===== src/ambgs_pkg.sv =====
`timescale 1ns / 1ps
package ambgs_pkg;

	localparam int MAX_PIXELS = 1048576;
	localparam int IDX_W      = $clog2(MAX_PIXELS);
	localparam int SIZE_W     = IDX_W + 1;
	localparam int DIM_W      = 11;
	localparam int DIM_MAX    = 1024;
	localparam int CHAN_W     = 8;
	localparam int NUM_CHAN   = 3;
	localparam int BG_W       = NUM_CHAN * CHAN_W;
	localparam int PADDR_W    = 3;
	localparam int PDATA_W    = 32;

	localparam logic REG_FRAME_WIDTH  = 1'b0;
	localparam logic REG_FRAME_HEIGHT = 1'b1;

	localparam logic [DIM_W-1:0]  WIDTH_RESET  = DIM_W'(640);
	localparam logic [DIM_W-1:0]  HEIGHT_RESET = DIM_W'(480);
	localparam logic [SIZE_W-1:0] SIZE_RESET   = SIZE_W'(640 * 480);

	typedef logic [CHAN_W-1:0] chan_t;

	typedef struct packed {
		chan_t red_in;
		chan_t green_in;
		chan_t blue_in;
	} pixel_t;

	typedef struct packed {
		chan_t red_diff;
		chan_t green_diff;
		chan_t blue_diff;
		logic  frame_end;
	} result_t;

	typedef struct packed {
		logic [SIZE_W-1:0] frame_size;
	} frame_cfg_t;

	function automatic logic [DIM_W-1:0] clamp_dim(input logic [DIM_W-1:0] v);
		logic [DIM_W-1:0] r;
		if (v == '0) begin
			r = DIM_W'(1);
		end else if (v > DIM_W'(DIM_MAX)) begin
			r = DIM_W'(DIM_MAX);
		end else begin
			r = v;
		end
		return r;
	endfunction

	function automatic logic [SIZE_W-1:0] calc_frame_size(input logic [DIM_W-1:0] w,
			input logic [DIM_W-1:0] h);
		logic [2*DIM_W-1:0] n;
		logic [SIZE_W-1:0]  r;
		n = {{DIM_W{1'b0}}, clamp_dim(w)} * {{DIM_W{1'b0}}, clamp_dim(h)};
		if (n > (2*DIM_W)'(MAX_PIXELS)) begin
			r = SIZE_W'(MAX_PIXELS);
		end else begin
			r = n[SIZE_W-1:0];
		end
		return r;
	endfunction

endpackage


===== src/ambgs_lane.sv =====
`timescale 1ns / 1ps
module ambgs_lane (
	input  ambgs_pkg::chan_t bg,
	input  ambgs_pkg::chan_t x,
	input  logic             loaded,
	output ambgs_pkg::chan_t new_bg,
	output ambgs_pkg::chan_t diff
);
	import ambgs_pkg::*;

	chan_t base;

	always_comb begin
		base = loaded ? bg : x;
		if (base < x) begin
			new_bg = base + CHAN_W'(1);
		end else if (base > x) begin
			new_bg = base - CHAN_W'(1);
		end else begin
			new_bg = base;
		end
		diff = (x >= new_bg) ? (x - new_bg) : (new_bg - x);
	end

endmodule


===== config.mk =====
export PLATFORM = sky130hd
export DESIGN_NAME = ambgs_lane
export DESIGN_NICKNAME = d
export VERILOG_FILES = /design/src/ambgs_pkg.sv /design/src/ambgs_lane.sv
export SDC_FILE = /design/constraint.sdc
export NUM_CORES = 1
export LEC_CHECK = 0
export ABC_AREA = 0
export BUFFER_PORTS_ARGS = -buffer_cell sky130_fd_sc_hd__buf_2
export CAP_MARGIN = 20
export CELL_PAD_IN_SITES_DETAIL_PLACEMENT = 0
export CELL_PAD_IN_SITES_GLOBAL_PLACEMENT = 1
export CORE_ASPECT_RATIO = 0.8
export CORE_UTILIZATION = 43
export DETAILED_ROUTE_END_ITERATION = 8
export PLACE_DENSITY_LB_ADDON = 0.1
export SLEW_MARGIN = 20
export SYNTH_ARGS = -nofsm -noshare
export SYNTH_HDL_FRONTEND = slang
export SYNTH_SLANG_ARGS = --single-unit
export TNS_END_PERCENT = 100

===== constraint.sdc =====
create_clock -name vclk -period 9.2
set_input_delay 1.84 -clock vclk [all_inputs]
set_output_delay 1.84 -clock vclk [all_outputs]
set_load 0.05 [all_outputs]

==> key figures <==
STA
  – Crit path time final: about 8.1 ns
  – Final Max Tran Viols: 0
  – Slew HR: around 64%
  – Setup TNS: 0 ns
  – F_max: ~120 MHz
  – Hold WS: 4.21 ns
  – Slew @ Worst Pin: approximately 0.54 ns
  – Final period utilization: around 90%
  – Final Hold Vio Count: 0
  – Final setup margin: between 1 and 1.5 ns
  – Unrepaired setup endpoints after global routing: false
  – Final setup viols: 0

Place
  – Input/output buffers: 33
  – Cells after DPL: 240
  – Pre-CTS setup slack: ~1.1 ns
  – Post-DP HPWL: 2.68 mm
  – DP Area: 1450 sq um
  – Gpl congestion: around 0.83

Synthesis
  – Synthesized Nets: about 210
  – Synth unique cells: between 40 and 50
  – Seq/Total Area, Yosys: 0%
  – Yosys warns: 0
  – Synth Area per Inst: approximately 7.3 sq um
  – Post-synth design cell area: roughly 1200 sq um
  – Syn Inst Count: 171

Route
  – Wirelength per Cell: ~13 um
  – Vias per cell: 5.36
  – DRC errors left: 0
  – Post-Route WL: approximately 3.0 mm
  – Post-DRT Antenna Nets: 0
  – DR vias: 1287
  – DRT Pass-1 Iters: 4
  – Initial DRC count: 45

Layout
  – Syn-to-layout area delta: 15.8%
  – Sequential cell area: 0 sq um
  – Diodes inserted: 0
  – CLK BUF: 0
  – Non-filler instance count after layout: 240
  – Sequential cells: 0
  – Commonest non-fill, non-tap cell in the layout: buf_2
  – Nets: around 250
  – Share of layout cells above drive strength 1: around a quarter
  – Commonest non-fill, non-tap cells in the layout: buf_2 (33), inv_1 (25), ha_1 (23), xnor2_1 (14), nand2_1 (13)
  – Fillcell total: about 300
  – Design area: approximately 1400 sq um

GRT
  – Vias in the first global route: ~1200
  – GRT overflow: 0
  – Initial antenna violation count: 0
  – Total track usage: roughly a fifth
  – First-pass GRT wire length: just over 5 mm
  – Largest net degree at the start of global routing: 14

Power
  – Max VDD drop: a little under 0.05 mV
  – Leakage dissipation: roughly 0.00078 uW
  – Pwr Density: around 160 nW/um^2

Setup path
  – Crit path max fanout: 13
  – Nature of the critical path endpoint: output port
  – Crit path from: loaded
  – WP data required: ~7.4 ns
  – Worst path cell trace: buf_2 > mux2i_1 > inv_1 > ha_1 > nand4_2 > or2_1 > nand3_1 > a21oi_1 > a32oi_1 > xnor2_1 > ha_1 > a21o_1 > a21o_1 > a21oi_1 > nand2_1 > o31ai_2 > buf_4 > mux2i_1 > xor2_1 > buf_2
  – Crit path largest cell delay: between 0.3 and 0.4 ns
  – Critical path class: input port to output port
  – Startpoint Class: input port
  – Slowest-stage cell, CP: mux2i_1
  – Worst EP arrival: between 6 and 7 ns

Floorplanning
  – Die width: 62.2 um
  – Die area: 3120 sq um
  – Height of the die: between 50 and 60 um
  – Site row count: 17
  – Core box area: 2770 sq um
  – Initial core utilization: 45.1%
  – Ports: 33

Outcome
  – Status: finished, final reports clean

Clocking
  – # Post-CTS Setup Buffers: 0
  – Cts hold-fix bufs: 0
  – Cells resized by post-CTS repair: 0

Worst hold path
  – WHS Path Cells: 5
  – Min-Delay Startpoint: bg[7]
  – Worst hold path class: input port to output port

Flow run
  – Max-cap violations: 0
synthesized netlist by cell type, types with 3 or more instances:
cell type | instances | area, sq um
xnor2_1 | 14 | 123
o21ai_0 | 3 | 15.0
a21oi_1 | 12 | 60.1
nor3_1 | 4 | 20.0
nand3_1 | 3 | 15.0
nand2_1 | 13 | 48.8
a21o_1 | 7 | 52.6
mux2i_1 | 8 | 80.1
nand4_1 | 3 | 18.8
nor2_1 | 10 | 37.5
inv_1 | 25 | 93.8
ha_1 | 23 | 288
where the power goes:
group	switching (uW)	internal [uW]	leakage, uW	total (uW)
clock network	0	0	0	0
logic	159	74.3	0.000777	234
registers	0	0	0	0
total	159	74.3	0.000777	234
worst max-delay path: cells and delay by family:
kind | cells | cell delay (ns)
adder cells (fa/ha/maj) | 2 | 0.68
XOR/XNOR | 2 | 0.45
multiplexers | 2 | 0.61
AND/OR/NAND/NOR | 4 | 0.50
buffers and inverters | 4 | 0.85
AO/OA/AOI/OAI | 6 | 1.30
cell type report:
type | count | area, sq um | share of cell area [%]
Inverter | 27 | 101 | 7.01
Multi-Input combinational cell | 141 | 1120 | 77.7
Tap cell | 38 | 47.5 | 3.29
Timing Repair Buffer | 34 | 173 | 11.9
cell families after synthesis:
family | after synthesis | synth area share (%)
AO/OA/AOI/OAI | 47 | 28.2
AND/OR/NAND/NOR | 46 | 19.6
buffers and inverters | 30 | 9.93
adder cells (fa/ha/maj) | 24 | 24.7
XOR/XNOR | 16 | 11.2
multiplexers | 8 | 6.42
layer usage:
metal  global-route usage (%)  vias up  wire length [um]
li1                         -      664                 -
met1                     27.8      598              1540
met2                     35.3       25              1380
met3                    0.227        0               101
met4                        0        0                 0
met5                        0        -                 0
final timing paths:
kind         to  slack [ns]
min   new_bg[7]        4.21
max     diff[6]        1.11
stage by stage:
| stage | utilization (%) | total power (uW) |
|---|---|---|
| CTS | 52.3 | 235 |
| finish | 52.3 | 234 |
| detailed placement | 52.3 | 234 |
| global route | 52.3 | 251 |
| floorplan | - | 191 |
| global placement | 52.3 | 232 |
(Power assumes the default switching activity.)
