### src/ambgs_pkg.sv
`timescale 1ns / 1ps
package ambgs_pkg;

	localparam int MAX_PIXELS = 1048576;
	localparam int IDX_W      = $clog2(MAX_PIXELS);
	localparam int SIZE_W     = IDX_W + 1;
	localparam int DIM_W      = 11;
	localparam int DIM_MAX    = 1024;
	localparam int CHAN_W     = 8;
	localparam int NUM_CHAN   = 3;
	localparam int BG_W       = NUM_CHAN * CHAN_W;
	localparam int PADDR_W    = 3;
	localparam int PDATA_W    = 32;

	localparam logic REG_FRAME_WIDTH  = 1'b0;
	localparam logic REG_FRAME_HEIGHT = 1'b1;

	localparam logic [DIM_W-1:0]  WIDTH_RESET  = DIM_W'(640);
	localparam logic [DIM_W-1:0]  HEIGHT_RESET = DIM_W'(480);
	localparam logic [SIZE_W-1:0] SIZE_RESET   = SIZE_W'(640 * 480);

	typedef logic [CHAN_W-1:0] chan_t;

	typedef struct packed {
		chan_t red_in;
		chan_t green_in;
		chan_t blue_in;
	} pixel_t;

	typedef struct packed {
		chan_t red_diff;
		chan_t green_diff;
		chan_t blue_diff;
		logic  frame_end;
	} result_t;

	typedef struct packed {
		logic [SIZE_W-1:0] frame_size;
	} frame_cfg_t;

	function automatic logic [DIM_W-1:0] clamp_dim(input logic [DIM_W-1:0] v);
		logic [DIM_W-1:0] r;
		if (v == '0) begin
			r = DIM_W'(1);
		end else if (v > DIM_W'(DIM_MAX)) begin
			r = DIM_W'(DIM_MAX);
		end else begin
			r = v;
		end
		return r;
	endfunction

	function automatic logic [SIZE_W-1:0] calc_frame_size(input logic [DIM_W-1:0] w,
			input logic [DIM_W-1:0] h);
		logic [2*DIM_W-1:0] n;
		logic [SIZE_W-1:0]  r;
		n = {{DIM_W{1'b0}}, clamp_dim(w)} * {{DIM_W{1'b0}}, clamp_dim(h)};
		if (n > (2*DIM_W)'(MAX_PIXELS)) begin
			r = SIZE_W'(MAX_PIXELS);
		end else begin
			r = n[SIZE_W-1:0];
		end
		return r;
	endfunction

endpackage

### src/ambgs_cfg.sv
`timescale 1ns / 1ps
module ambgs_cfg (
	input  logic                                  clk,
	input  logic                                  arst_n,
	input  logic                                  psel,
	input  logic                                  penable,
	input  logic                                  pwrite,
	input  logic [ambgs_pkg::PADDR_W-1:0]         paddr,
	input  logic [ambgs_pkg::PDATA_W-1:0]         pwdata,
	output logic [ambgs_pkg::PDATA_W-1:0]         prdata,
	output logic                                  pready,
	output ambgs_pkg::frame_cfg_t                 cfg
);
	import ambgs_pkg::*;

	logic [DIM_W-1:0]  width_q;
	logic [DIM_W-1:0]  height_q;
	logic [SIZE_W-1:0] size_q;
	logic              wr_en;
	logic [DIM_W-1:0]  wr_dim;

	assign pready = 1'b1;
	assign wr_en  = psel & penable & pwrite & pready;
	assign wr_dim = pwdata[DIM_W-1:0];

	always_ff @(posedge clk or negedge arst_n) begin
		if (!arst_n) begin
			width_q  <= WIDTH_RESET;
			height_q <= HEIGHT_RESET;
			size_q   <= SIZE_RESET;
		end else if (wr_en) begin
			case (paddr[2])
				REG_FRAME_WIDTH: begin
					width_q <= wr_dim;
					size_q  <= calc_frame_size(wr_dim, height_q);
				end
				REG_FRAME_HEIGHT: begin
					height_q <= wr_dim;
					size_q   <= calc_frame_size(width_q, wr_dim);
				end
				default: begin
				end
			endcase
		end
	end

	always_comb begin
		case (paddr[2])
			REG_FRAME_WIDTH:  prdata = PDATA_W'(width_q);
			REG_FRAME_HEIGHT: prdata = PDATA_W'(height_q);
			default:          prdata = '0;
		endcase
	end

	assign cfg.frame_size = size_q;

endmodule

### config.mk
export PLATFORM = sky130hd
export DESIGN_NAME = ambgs_cfg
export DESIGN_NICKNAME = d
export VERILOG_FILES = /design/src/ambgs_pkg.sv /design/src/ambgs_cfg.sv
export SDC_FILE = /design/constraint.sdc
export NUM_CORES = 1
export LEC_CHECK = 0
export CAP_MARGIN = 20
export CORE_MARGIN = 5
export CORE_UTILIZATION = 60
export DETAILED_ROUTE_END_ITERATION = 6
export DONT_BUFFER_PORTS = 1
export GPL_ROUTABILITY_DRIVEN = 0
export PLACE_DENSITY = 0.87
export SETUP_SLACK_MARGIN = 0.2
export SLEW_MARGIN = 10
export SYNTH_ARGS = -nofsm -noshare
export SYNTH_HDL_FRONTEND = slang
export SYNTH_SLANG_ARGS = --single-unit
### constraint.sdc
create_clock -name clk -period 7.4 [get_ports clk]
set_clock_uncertainty 0.05 [all_clocks]
set_input_delay 0.37 -clock clk [delete_from_list [all_inputs] [get_ports clk]]
set_output_delay 0.37 -clock clk [all_outputs]
set_load 0.01 [all_outputs]
==> run summary <==
worst min path class: input pin to flip-flop
routed wire length: 27.93 mm
clock root buffer: clkbuf_16
total power: 0.002914 W
worst-margin pin slew: 905.8 ps
Synth Cell Area: 0.01054 mm2
most instantiated library cell after synthesis: inv_1
mean post-synth cell area: 8.473 um2
1st-iter DRT viols: 923
most frequent CP cell: fa_1
CTS buffer count: 5
cell family with most CP delay: adder cells
layout cells sized above 1: 8.218%
Yosys Warn Count: 0
hpwl dp: 22.54 mm
outcome: finished, final reports clean
critical path type: flip-flop to flip-flop
DRC violations left: 0
max-slew violations: 0
Req. time, crit path: 7580 ps
top cell type's share of synthesized area: 30.39%
final net count: 1548
crit-path max FO: 6
setup tns final: 0 ps
Mapped Cells: 1244
FP Rows: 48
Sink Count: 43
final hold violations: 0
Slowest Stage Delay on Critical Path: 560 ps
max cap viols: 0
routed len/inst: 19.21 um
worst skew pair latency: 290 ps
CTS tree: built
Layout area overhead: 4.096%
DRT antenna net count: 0
Power Density: 265.6 mW/mm2
top cells by count, synth: 206 x inv_1, 163 x nor2_1, 160 x fa_1
register bit total from synthesis: 43
P_leak: 5.627 nW
Total GRT Usage: 28.11%
fin crit period: 6941 ps
initial core utilization: 60.94%
router iterations before antenna repair: 6
crit-path cells: nor4_1 -> nand3_1 -> o21ai_1 -> buf_4 -> nand2_1 -> nor2_2 -> fa_1 -> fa_1 -> fa_1 -> fa_1 -> inv_1 -> fa_1 -> inv_1 -> ha_1 -> or2_2 -> a21oi_2 -> a211oi_1 -> or4_1 -> nand3_1 -> or3b_2 -> nor3_2 -> a221o_1
Slew headroom: 39.43%
vias after detailed routing: 8828
slowest CP cell: fa_1
die area: 0.02032 mm2
CP Capture Type: flip-flop
Reg clk slew, reported paths: 60 ps
Buffers on Ports: 0
Main synth FF type: dfrtp_1
num ports: 94
share of flip-flops with an asynchronous set or reset: 100.0%
maximum VDD drop: 187.6 uV
Std-Cell Core Area: 0.01730 mm2
final setup violation count: 0
GRT Residual Overflow: 0
vias per inst: 6.072
Buf/Inv on CP: 3
Ant. Diodes: 0
antenna violations before repair: 0
deepest clock path buffer count: 2
number of H-tree levels: 2
crit start category: flip-flop
first-pass GRT wire length: 45.53 mm
worst path arrival time: 7120 ps
library cells used by synthesis: 65
final worst-path cycle share: 93.80%
number of synthesized flops with an enable pin: 0
RSZ-0062 raised after global routing: false
fin util: 63.43%
ranking of synthesized cells by area: fa_1 30%, ha_1 14%, dfrtp_1 7.8%
DIE WIDTH: 142.5 um
leading area contributor after synthesis: fa_1
Peak Freq: 144.1 MHz
die height: 142.5 um
vias in the first global route: 8849
largest net degree at the start of global routing: 44
sequential fraction of the synthesis area: 10.33%
==> layout make-up <==
| class | instances | area, um2 |
|---|---|---|
| Clock buffer | 8 | 156.4 |
| Fill cell | 1394 | 6325 |
| Inverter | 206 | 773.2 |
| Multi-Input combinational cell | 943 | 8439 |
| Sequential cell | 43 | 1089 |
| Tap cell | 225 | 281.5 |
| Timing Repair Buffer | 29 | 232.7 |
==> metal layers <==
layer  vias to the layer above  routed length, um  global-route usage, %
met1                      4192              11130                  39.56
met5                         -                  0                      0
met2                       614              11990                  41.77
met4                         0               1165                  8.654
met3                       116               3640                  8.871
li1                       3906                  -                      -
==> repair_timing <==
item,CTS,global route
buffers inserted,0,1
hold buffers,2,0
gates resized for setup,1,17
setup endpoints to repair,1,21
endpoints found under the hold margin,43,0
cloned,0,0
pin swaps,0,1
==> stage by stage <==
stage               worst slack (ps)  std cells  instance area, um2  hold slack (ps)
finish                         458.8       1454               10970            176.4
global route                   197.4       1454               10970            169.2
CTS                            263.4       1453               10910            174.5
detailed placement             272.5       1443               10730            25.67
global placement               460.5       1443               10730            25.80
floorplan                      800.9       1264               10620            24.41
==> cells by family after synthesis <==
group | after synthesis | share of synthesized area, %
simple gates | 440 | 18.78
xor+xnor | 25 | 2.077
fa+ha+maj | 280 | 44.63
mux | 34 | 3.573
flops | 43 | 10.33
buf+inv | 278 | 10.80
compound gates | 142 | 9.734
other cells | 2 | 0.07125
==> state kept, by name, indices dropped and copies added, names as in the netlist <==
signal and count:
cfg 21, height_q 11, width_q 11
==> final timing paths <==
path | from | endpoint | slack, ps | depth (start not counted)
max in group asynchronous | arst_n | height_q[8] | 6500 | 2
worst max register to register | height_q[4] | cfg[15] | 460 | 22
worst min-delay path | pwdata[6] | width_q[6] | 180 | 1
min in group asynchronous | arst_n | cfg[10] | 530 | 2
worst min register to register | width_q[0] | width_q[0] | 520 | 1
worst max-delay path | height_q[4] | cfg[15] | 460 | 22
==> power breakdown <==
| part | internal [W] | leakage (nW) | total [W] | switching [W] |
|---|---|---|---|---|
| Sequential | 0.000318 | 0.521 | 0.000419 | 0.000101 |
| Clock | 0.000144 | 0.0772 | 0.000233 | 0.0000897 |
| Combinational | 0.000899 | 5.03 | 0.00226 | 0.00136 |
==> placed cells by master, fill, tap and decap left out, drive strengths merged, types with 19 or more instances in the layout <==
cell type,netlist,layout
a21oi,30,30
buf,28,28
conb,2,22
dfrtp,33,33
fa,160,160
ha,120,120
inv,206,206
mux2,29,29
nand2,145,145
nor2,163,163
nor2b,29,29
nor3,19,19
o21ai,25,25
(Power assumes the default switching activity.)
